## src/hdl/fpfa_pkg.sv

```systemverilog
`timescale 1ns / 1ps
// ----------------------------------------------------------------------------
// fpfa_pkg
// Shared codes and types for the fixed-partition fit allocator.
// ----------------------------------------------------------------------------
package fpfa_pkg;

  localparam int FUNC_W   = 2;
  localparam int INDEX_W  = 4;
  localparam int VALUE_W  = 16;
  localparam int MODE_W   = 2;
  localparam int ACTIVE_W = 5;
  localparam int CFG_W    = 5;
  localparam int CFG_IDX_W = 1;

  localparam logic [FUNC_W-1:0] FUNC_LOAD    = 2'd0;
  localparam logic [FUNC_W-1:0] FUNC_ALLOC   = 2'd1;
  localparam logic [FUNC_W-1:0] FUNC_RELEASE = 2'd2;

  localparam logic [MODE_W-1:0] MODE_FIRST = 2'd0;
  localparam logic [MODE_W-1:0] MODE_BEST  = 2'd1;
  localparam logic [MODE_W-1:0] MODE_WORST = 2'd2;

  localparam logic [CFG_IDX_W-1:0] REG_FIT_MODE      = 1'd0;
  localparam logic [CFG_IDX_W-1:0] REG_ACTIVE_BLOCKS = 1'd1;

  localparam logic [ACTIVE_W-1:0] ACTIVE_RESET = 5'd16;

  typedef struct packed {
    logic              clear;
    logic              step;
    logic              entry_occ;
    logic [MODE_W-1:0] mode;
  } fit_ctrl_t;

endpackage

```

## src/hdl/fpfa_if.sv

```systemverilog
`timescale 1ns / 1ps
// ----------------------------------------------------------------------------
// fpfa_req_if / fpfa_rsp_if
// Valid/ready channels for request beats and result beats.
// ----------------------------------------------------------------------------
interface fpfa_req_if;
  logic                          valid;
  logic                          ready;
  logic [fpfa_pkg::FUNC_W-1:0]   func;
  logic [fpfa_pkg::INDEX_W-1:0]  block_index;
  logic [fpfa_pkg::VALUE_W-1:0]  size_value;

  modport source (output valid, func, block_index, size_value, input ready);
  modport sink   (input valid, func, block_index, size_value, output ready);
endinterface

interface fpfa_rsp_if;
  logic                          valid;
  logic                          ready;
  logic                          granted;
  logic [fpfa_pkg::INDEX_W-1:0]  granted_block;
  logic [fpfa_pkg::VALUE_W-1:0]  remaining_space;

  modport source (output valid, granted, granted_block, remaining_space, input ready);
  modport sink   (input valid, granted, granted_block, remaining_space, output ready);
endinterface

```

## src/hdl/fpfa_fit_unit.sv

```systemverilog
`timescale 1ns / 1ps
// ----------------------------------------------------------------------------
// fpfa_fit_unit
// Shared compare unit that judges one partition per step and keeps the pick.
// ----------------------------------------------------------------------------
module fpfa_fit_unit #(
  parameter int IDX_W     = 4,
  parameter int SIZE_BITS = 16
) (
  input  logic                  clk,
  input  fpfa_pkg::fit_ctrl_t   ctrl,
  input  logic [IDX_W-1:0]      entry_idx,
  input  logic [SIZE_BITS-1:0]  entry_size,
  input  logic [SIZE_BITS-1:0]  request,
  output logic                  found,
  output logic [IDX_W-1:0]      pick,
  output logic [SIZE_BITS-1:0]  remaining
);
  import fpfa_pkg::*;

  logic [SIZE_BITS-1:0] best_size;
  logic                 fits;
  logic                 take;

  always_comb begin
    fits = !ctrl.entry_occ && (entry_size >= request);
    take = 1'b0;
    if (fits) begin
      if (!found) begin
        take = 1'b1;
      end else if (ctrl.mode == MODE_BEST) begin
        take = entry_size < best_size;
      end else if (ctrl.mode == MODE_WORST) begin
        take = entry_size > best_size;
      end
    end
  end

  always_ff @(posedge clk) begin
    if (ctrl.clear) begin
      found <= 1'b0;
    end else if (ctrl.step && take) begin
      found     <= 1'b1;
      pick      <= entry_idx;
      best_size <= entry_size;
    end
  end

  assign remaining = best_size - request;

endmodule

```

## src/hdl/fixed_partition_fit_allocator_top.sv

```systemverilog
`timescale 1ns / 1ps
// ----------------------------------------------------------------------------
// fixed_partition_fit_allocator_top
// Fixed-partition allocator with first, best and worst fit policies.
// ----------------------------------------------------------------------------
// Load, release and unused items go straight to the report state for the result beat.
// An allocate scans min(active_blocks, NUM_BLOCKS) partitions, reading one partition
// per cycle into a single shared compare unit.
// One item is in work at a time; the next is taken the cycle after the result register
// loads.
// Synchronous reset clears the occupied marks; partition sizes are unknown until loaded.
module fixed_partition_fit_allocator_top #(
  parameter int NUM_BLOCKS = 16,
  parameter int SIZE_BITS  = 16
) (
  input  logic                           clk,
  input  logic                           rst,
  fpfa_req_if.sink                       req,
  fpfa_rsp_if.source                     rsp,
  input  logic                           cfg_wr_en,
  input  logic [fpfa_pkg::CFG_IDX_W-1:0] cfg_index,
  input  logic [fpfa_pkg::CFG_W-1:0]     cfg_data
);
  import fpfa_pkg::*;

  localparam int IDX_W = (NUM_BLOCKS > 1) ? $clog2(NUM_BLOCKS) : 1;
  localparam int CNT_W = $clog2(NUM_BLOCKS + 1);

  typedef enum logic [3:0] {
    S_IDLE   = 4'b0001,
    S_SCAN   = 4'b0010,
    S_DRAIN  = 4'b0100,
    S_REPORT = 4'b1000
  } state_t;

  state_t                state;
  logic [MODE_W-1:0]     fit_mode;
  logic [ACTIVE_W-1:0]   active_blocks;
  logic [FUNC_W-1:0]     func_q;
  logic [SIZE_BITS-1:0]  request;
  logic [CNT_W-1:0]      limit;
  logic [CNT_W-1:0]      cnt;
  logic                  rd_vld;
  logic [IDX_W-1:0]      rd_idx;
  logic [SIZE_BITS-1:0]  rd_size;
  logic                  rd_occ;
  logic [SIZE_BITS-1:0]  size_mem [NUM_BLOCKS];
  logic [NUM_BLOCKS-1:0] occ;
  logic                  accept;
  logic                  out_free;
  logic [CNT_W-1:0]      limit_next;
  fit_ctrl_t             ctrl;
  logic                  found;
  logic [IDX_W-1:0]      pick;
  logic [SIZE_BITS-1:0]  remaining;

  assign req.ready = (state == S_IDLE);
  assign accept    = req.valid && req.ready;
  assign out_free  = !rsp.valid || rsp.ready;

  always_comb begin
    if (int'(active_blocks) > NUM_BLOCKS) begin
      limit_next = CNT_W'(NUM_BLOCKS);
    end else begin
      limit_next = CNT_W'(active_blocks);
    end
  end

  always_ff @(posedge clk) begin
    if (rst) begin
      fit_mode      <= MODE_FIRST;
      active_blocks <= ACTIVE_RESET;
    end else if (cfg_wr_en) begin
      unique case (cfg_index)
        REG_FIT_MODE:      fit_mode      <= cfg_data[MODE_W-1:0];
        REG_ACTIVE_BLOCKS: active_blocks <= cfg_data[ACTIVE_W-1:0];
        default: ;
      endcase
    end
  end

  always_ff @(posedge clk) begin
    if (rst) begin
      state  <= S_IDLE;
      rd_vld <= 1'b0;
    end else begin
      rd_vld <= 1'b0;
      unique case (state)
        S_IDLE: begin
          if (accept) begin
            state <= (req.func == FUNC_ALLOC) ? S_SCAN : S_REPORT;
          end
        end
        S_SCAN: begin
          if (cnt < limit) begin
            rd_vld <= 1'b1;
          end else begin
            state <= S_DRAIN;
          end
        end
        S_DRAIN: begin
          state <= S_REPORT;
        end
        S_REPORT: begin
          if (out_free) begin
            state <= S_IDLE;
          end
        end
        default: state <= S_IDLE;
      endcase
    end
  end

  always_ff @(posedge clk) begin
    if (accept) begin
      func_q  <= req.func;
      request <= SIZE_BITS'(req.size_value);
      limit   <= limit_next;
      cnt     <= '0;
    end else if (state == S_SCAN && cnt < limit) begin
      cnt <= cnt + 1'b1;
    end
  end

  always_ff @(posedge clk) begin
    if (accept && req.func == FUNC_LOAD && int'(req.block_index) < NUM_BLOCKS) begin
      size_mem[IDX_W'(req.block_index)] <= SIZE_BITS'(req.size_value);
    end
    rd_size <= size_mem[cnt[IDX_W-1:0]];
    rd_occ  <= occ[cnt[IDX_W-1:0]];
    rd_idx  <= cnt[IDX_W-1:0];
  end

  always_ff @(posedge clk) begin
    if (rst) begin
      occ <= '0;
    end else if (accept && req.func == FUNC_RELEASE) begin
      occ <= '0;
    end else if (state == S_REPORT && out_free && func_q == FUNC_ALLOC && found) begin
      occ[pick] <= 1'b1;
    end
  end

  always_comb begin
    ctrl.clear     = accept;
    ctrl.step      = rd_vld;
    ctrl.entry_occ = rd_occ;
    ctrl.mode      = fit_mode;
  end

  fpfa_fit_unit #(
    .IDX_W     (IDX_W),
    .SIZE_BITS (SIZE_BITS)
  ) u_fit (
    .clk        (clk),
    .ctrl       (ctrl),
    .entry_idx  (rd_idx),
    .entry_size (rd_size),
    .request    (request),
    .found      (found),
    .pick       (pick),
    .remaining  (remaining)
  );

  always_ff @(posedge clk) begin
    if (rst) begin
      rsp.valid <= 1'b0;
    end else if (state == S_REPORT && out_free) begin
      rsp.valid <= 1'b1;
    end else if (rsp.ready) begin
      rsp.valid <= 1'b0;
    end
  end

  always_ff @(posedge clk) begin
    if (state == S_REPORT && out_free) begin
      if (func_q == FUNC_ALLOC && found) begin
        rsp.granted         <= 1'b1;
        rsp.granted_block   <= INDEX_W'(pick);
        rsp.remaining_space <= VALUE_W'(remaining);
      end else begin
        rsp.granted         <= 1'b0;
        rsp.granted_block   <= '0;
        rsp.remaining_space <= '0;
      end
    end
  end

endmodule

```

## src/flat_wrapper.sv

```systemverilog
// flat-port wrapper written by rule: the top's interface ports become plain ports
module fixed_partition_fit_allocator_top_flat import fpfa_pkg::*;
#(
  parameter int NUM_BLOCKS = 16,
  parameter int SIZE_BITS  = 16
)
  (clk, rst, cfg_wr_en, cfg_index, cfg_data, req_valid, req_func, req_block_index, req_size_value, req_ready, rsp_valid, rsp_granted, rsp_granted_block, rsp_remaining_space, rsp_ready);
  fpfa_req_if req_i ();
  fpfa_rsp_if rsp_i ();
  input  logic clk;
  input  logic rst;
  input  logic cfg_wr_en;
  input  logic [fpfa_pkg::CFG_IDX_W-1:0] cfg_index;
  input  logic [fpfa_pkg::CFG_W-1:0] cfg_data;
  input wire logic [$bits(req_i.valid)-1:0] req_valid;
  input wire logic [$bits(req_i.func)-1:0] req_func;
  input wire logic [$bits(req_i.block_index)-1:0] req_block_index;
  input wire logic [$bits(req_i.size_value)-1:0] req_size_value;
  output wire logic [$bits(req_i.ready)-1:0] req_ready;
  output wire logic [$bits(rsp_i.valid)-1:0] rsp_valid;
  output wire logic [$bits(rsp_i.granted)-1:0] rsp_granted;
  output wire logic [$bits(rsp_i.granted_block)-1:0] rsp_granted_block;
  output wire logic [$bits(rsp_i.remaining_space)-1:0] rsp_remaining_space;
  input wire logic [$bits(rsp_i.ready)-1:0] rsp_ready;
  assign req_i.valid = req_valid;
  assign req_i.func = req_func;
  assign req_i.block_index = req_block_index;
  assign req_i.size_value = req_size_value;
  assign req_ready = req_i.ready;
  assign rsp_valid = rsp_i.valid;
  assign rsp_granted = rsp_i.granted;
  assign rsp_granted_block = rsp_i.granted_block;
  assign rsp_remaining_space = rsp_i.remaining_space;
  assign rsp_i.ready = rsp_ready;
  fixed_partition_fit_allocator_top #(.NUM_BLOCKS(NUM_BLOCKS), .SIZE_BITS(SIZE_BITS)) u_core (.clk(clk), .rst(rst), .req(req_i), .rsp(rsp_i), .cfg_wr_en(cfg_wr_en), .cfg_index(cfg_index), .cfg_data(cfg_data));
endmodule
```

## config.mk

```make
export PLATFORM = sky130hd
export DESIGN_NAME = fixed_partition_fit_allocator_top_flat
export DESIGN_NICKNAME = d
export VERILOG_FILES = /design/src/hdl/fpfa_pkg.sv /design/src/hdl/fpfa_if.sv /design/src/hdl/fpfa_fit_unit.sv /design/src/hdl/fixed_partition_fit_allocator_top.sv /design/src/flat_wrapper.sv
export SDC_FILE = /design/constraint.sdc
export NUM_CORES = 1
export LEC_CHECK = 0
export BUFFER_PORTS_ARGS = -buffer_cell sky130_fd_sc_hd__buf_2
export CORE_MARGIN = 2
export CORE_UTILIZATION = 34
export DETAILED_ROUTE_END_ITERATION = 8
export GPL_TIMING_DRIVEN = 0
export PLACE_DENSITY = 0.52
export SLEW_MARGIN = 15
export SYNTH_ARGS = -nofsm -noshare
export SYNTH_HDL_FRONTEND = slang
export SYNTH_SLANG_ARGS = --single-unit
```

## constraint.sdc

```tcl
create_clock -name clk -period 4.1 [get_ports clk]
set_input_delay 0.615 -clock clk [delete_from_list [all_inputs] [get_ports clk]]
set_output_delay 0.615 -clock clk [all_outputs]
set_load 0.01 [all_outputs]
```

==> results.json <==
{
  "synth_area_leaders": "edfxtp_1 63%, mux4_2 13%, dfxtp_1 7.4%",
  "core_area_mm2": 0.0442,
  "fillers": 4011,
  "ctsResizeCount": 0,
  "clock_skew_ns": 0.0176,
  "finalWorstSetupSlack_ns": 0.931,
  "hold_buffers": 0,
  "drt_iter0_markers": 533,
  "insertion_delay_ns": 0.56,
  "antennaDiodeCount": 0,
  "syn_area_per_cell_um2": 17.6,
  "yosys_warnings": 0,
  "p_seq_share_pct": 52.0,
  "setup_viol": 0,
  "slowest_stage": "a21boi_4",
  "clock_sinks": 376,
  "fmax_ghz": 0.316,
  "endpoint_kind": "flip-flop",
  "crit_buf_inv": 1,
  "grt_pass1_vias": 8041,
  "drt-total-wl_mm": 33.4,
  "hpwl_mm": 23.4,
  "async_reset_ff_share_pct": 0,
  "cts_root_buffer": "clkbuf_16",
  "grt_max_degree": 32,
  "syn_area_mm2": 0.0152,
  "cp_max_fo": 31,
  "viasPerCell": 4.86,
  "clk_pin_slew_worst_paths_ns": 0.06,
  "dp_slack_ns": 0.718,
  "route.detailed.drc": 0,
  "die_area_mm2": 0.0465,
  "synth-seq-cells": 376,
  "crit_arrival_ns": 3.35,
  "ios": 56,
  "combPwrFrac_pct": 4.1,
  "syn_inst": 864,
  "fin_nets": 1065,
  "cp_cell_sequence": "nor4b_4 > nand2_1 > inv_2 > nor4b_2 > nand4_1 > o31ai_1 > a21boi_4",
  "firstDrtPassIters": 4,
  "crit_family": "compound AO/OA/AOI/OAI gates",
  "synth_edf_count": 320,
  "peakVddDrop_mv": 0.257,
  "wl_per_cell_um": 20.9,
  "maxCapViolations": 0,
  "holdWs_ns": 0.304,
  "synth.top_cell.area_share_pct": 63.2,
  "syn2layout_area_growth_pct": 17.0,
  "slew_viol_final": 0,
  "p_sw_share_pct": 21.1,
  "grt_pass1_wl_mm": 50.8,
  "hold_viol_final": 0,
  "start_util_pct": 34.4,
  "final.min_clock_period_ns": 3.17,
  "antenna_found_initial": 0,
  "grt_usage_pct": 14.8,
  "drtAntennaViolNets": 0,
  "post_cts.repair.setup_buffers": 0,
  "grt_overflow": 0,
  "p_sw_mw": 1.70,
  "synth_cell_types": 55,
  "maxSlewHeadroom_pct": 29.5,
  "yosysTopAreaCell": "edfxtp_1",
  "internal_power_mw": 6.39,
  "pwr-share-clk_pct": 43.9,
  "rsz0062_at_grt": "false",
  "drive_above_1_share_pct": 24.7,
  "die_w_um": 216,
  "synth_ff_type": "edfxtp_1",
  "cts_tree": "yes",
  "numCtsBuffers": 41,
  "leakagePower_nw": 6.13,
  "chipHeight_um": 216,
  "tightestPinTransition_ns": 1.06,
  "clock_path_buffers": 3,
  "cp-start-kind": "flip-flop",
  "syn-num-nets": 950,
  "htreeDepth": 2,
  "period_share_pct": 77.3,
  "power_density_mw_per_mm2": 455,
  "hp-class": "primary input to flip-flop",
  "status": "finished clean",
  "routed-via-count": 7780,
  "slowest_delay_ns": 0.69,
  "crit_type": "flip-flop to flip-flop",
  "num_rows": 77,
  "required_ns": 4.28,
  "gp_congestion": 0.736,
  "ys_seq_area_share_pct": 70.5,
  "io_buffers": 55,
  "total_power_mw": 8.09
}
==> cell type report <==
| class | instances | area (µm²) | share of cell area [%] |
|---|---|---|---|
| sequential | 376 | 10700 | 60.3 |
| timing repair buffer | 72 | 478 | 2.68 |
| clock buffer | 60 | 1190 | 6.68 |
| buffer | 24 | 98.8 | 0.555 |
| multi-input combinational | 420 | 4300 | 24.1 |
| tap | 592 | 741 | 4.16 |
| inverter | 44 | 165 | 0.928 |
| clock inverter | 12 | 104 | 0.583 |
==> final timing paths <==
path,cells past startpoint,slack (ns),startpoint,endpoint
max,7,0.93,u_core.state[2],u_core.u_fit.pick[2]
min,2,0.30,rst,u_core.state[2]
max reg2reg,7,0.93,u_core.state[2],u_core.u_fit.pick[2]
min reg2reg,0,0.40,u_core.cnt[2],u_core.rd_idx[2]
==> power groups by stage <==
| stage | Combinational [mW] | Sequential (mW) | Clock (mW) |
|---|---|---|---|
| finish | 0.331 | 4.21 | 3.56 |
| global placement | 0.327 | 4.29 | 0 |
| detailed placement | 0.338 | 4.29 | 0 |
| global route | 0.375 | 4.21 | 3.79 |
| floorplan | 0.201 | 4.28 | 0 |
| CTS | 0.339 | 4.21 | 3.65 |
==> sequential cells by signal, indices dropped and copies added, names as in the netlist, 16 cells and up <==
name,cells
u_core.occ,16
u_core.u_fit.best_size,16
u_core.request,16
u_core.rsp.remaining_space,16
u_core.size_mem,256
u_core.rd_size,16
==> synthesized netlist by cell type (2+ instances only) <==
| cell type | instances |
|---|---|
| o21ai_0 | 16 |
| ha_1 | 52 |
| a21o_1 | 11 |
| nand2b_1 | 10 |
| nand3_1 | 10 |
| a211o_1 | 3 |
| or3_1 | 3 |
| nor2_1 | 55 |
| nand2_1 | 24 |
| buf_2 | 7 |
| clkbuf_1 | 16 |
| o31ai_1 | 2 |
| mux4_2 | 85 |
| nand3b_1 | 4 |
| nor3b_1 | 2 |
| dfxtp_1 | 56 |
| nand4_1 | 5 |
| nor3_1 | 17 |
| a31oi_1 | 4 |
| o21a_1 | 4 |
| xnor2_1 | 7 |
| and3_1 | 4 |
| a21oi_1 | 50 |
| edfxtp_1 | 320 |
| a211oi_1 | 3 |
| nor2b_1 | 12 |
| and2_1 | 3 |
| o211ai_1 | 2 |
| xor2_1 | 5 |
| inv_1 | 43 |
| o31a_1 | 2 |
| mux2i_1 | 4 |
==> kinds of logic after synthesis <==
kind of cell / after synthesis / share of synthesized area, %
compound gates: 107 / 4.37
flops: 376 / 70.5
xor+xnor: 12 / 0.691
fa+ha+maj: 53 / 4.41
buf+inv: 68 / 1.73
simple gates: 159 / 5.43
mux: 89 / 12.8
==> cell usage in the layout, fill, tap and decap left out, types with 6 or more instances in the layout <==
cell / instances
edfxtp_1: 320
ha_1: 52
nand2b_1: 10
a21o_1: 11
nor2_1: 43
dfxtp_1: 56
a21oi_1: 50
nand2_1: 24
nor2b_1: 12
nand3_1: 10
clkinv_1: 6
buf_2: 62
o21ai_0: 16
clkbuf_16: 43
buf_8: 8
xnor2_1: 7
mux4_2: 85
nor3_1: 13
clkbuf_1: 28
nor2_2: 9
inv_1: 43
==> routing by layer <==
metal  up-vias  part of all wire (%)  global-route usage (%)
met3        50                   4.5                    2.61
met4         0                   2.4                    5.15
met1      3912                    45                    20.4
met5         -                     0                       0
met2       171                    48                    23.6
li1       3647                     -                       -
==> through the flow <==
| step | setup TNS [ns] | cell area [µm²] | util [%] | instances |
|---|---|---|---|---|
| 2_1_floorplan | 0 | 15200 | - | 864 |
| 3_3_place_gp | -47.51 | 16200 | 36.7 | 1511 |
| 3_5_place_dp | 0 | 16500 | 37.3 | 1528 |
| 4_1_cts | 0 | 17800 | 40.3 | 1600 |
| 5_1_grt | 0 | 17800 | 40.3 | 1600 |
| 6_report | 0 | 17800 | 40.3 | 1600 |
Note: power is estimated with default switching activity, not from simulation.
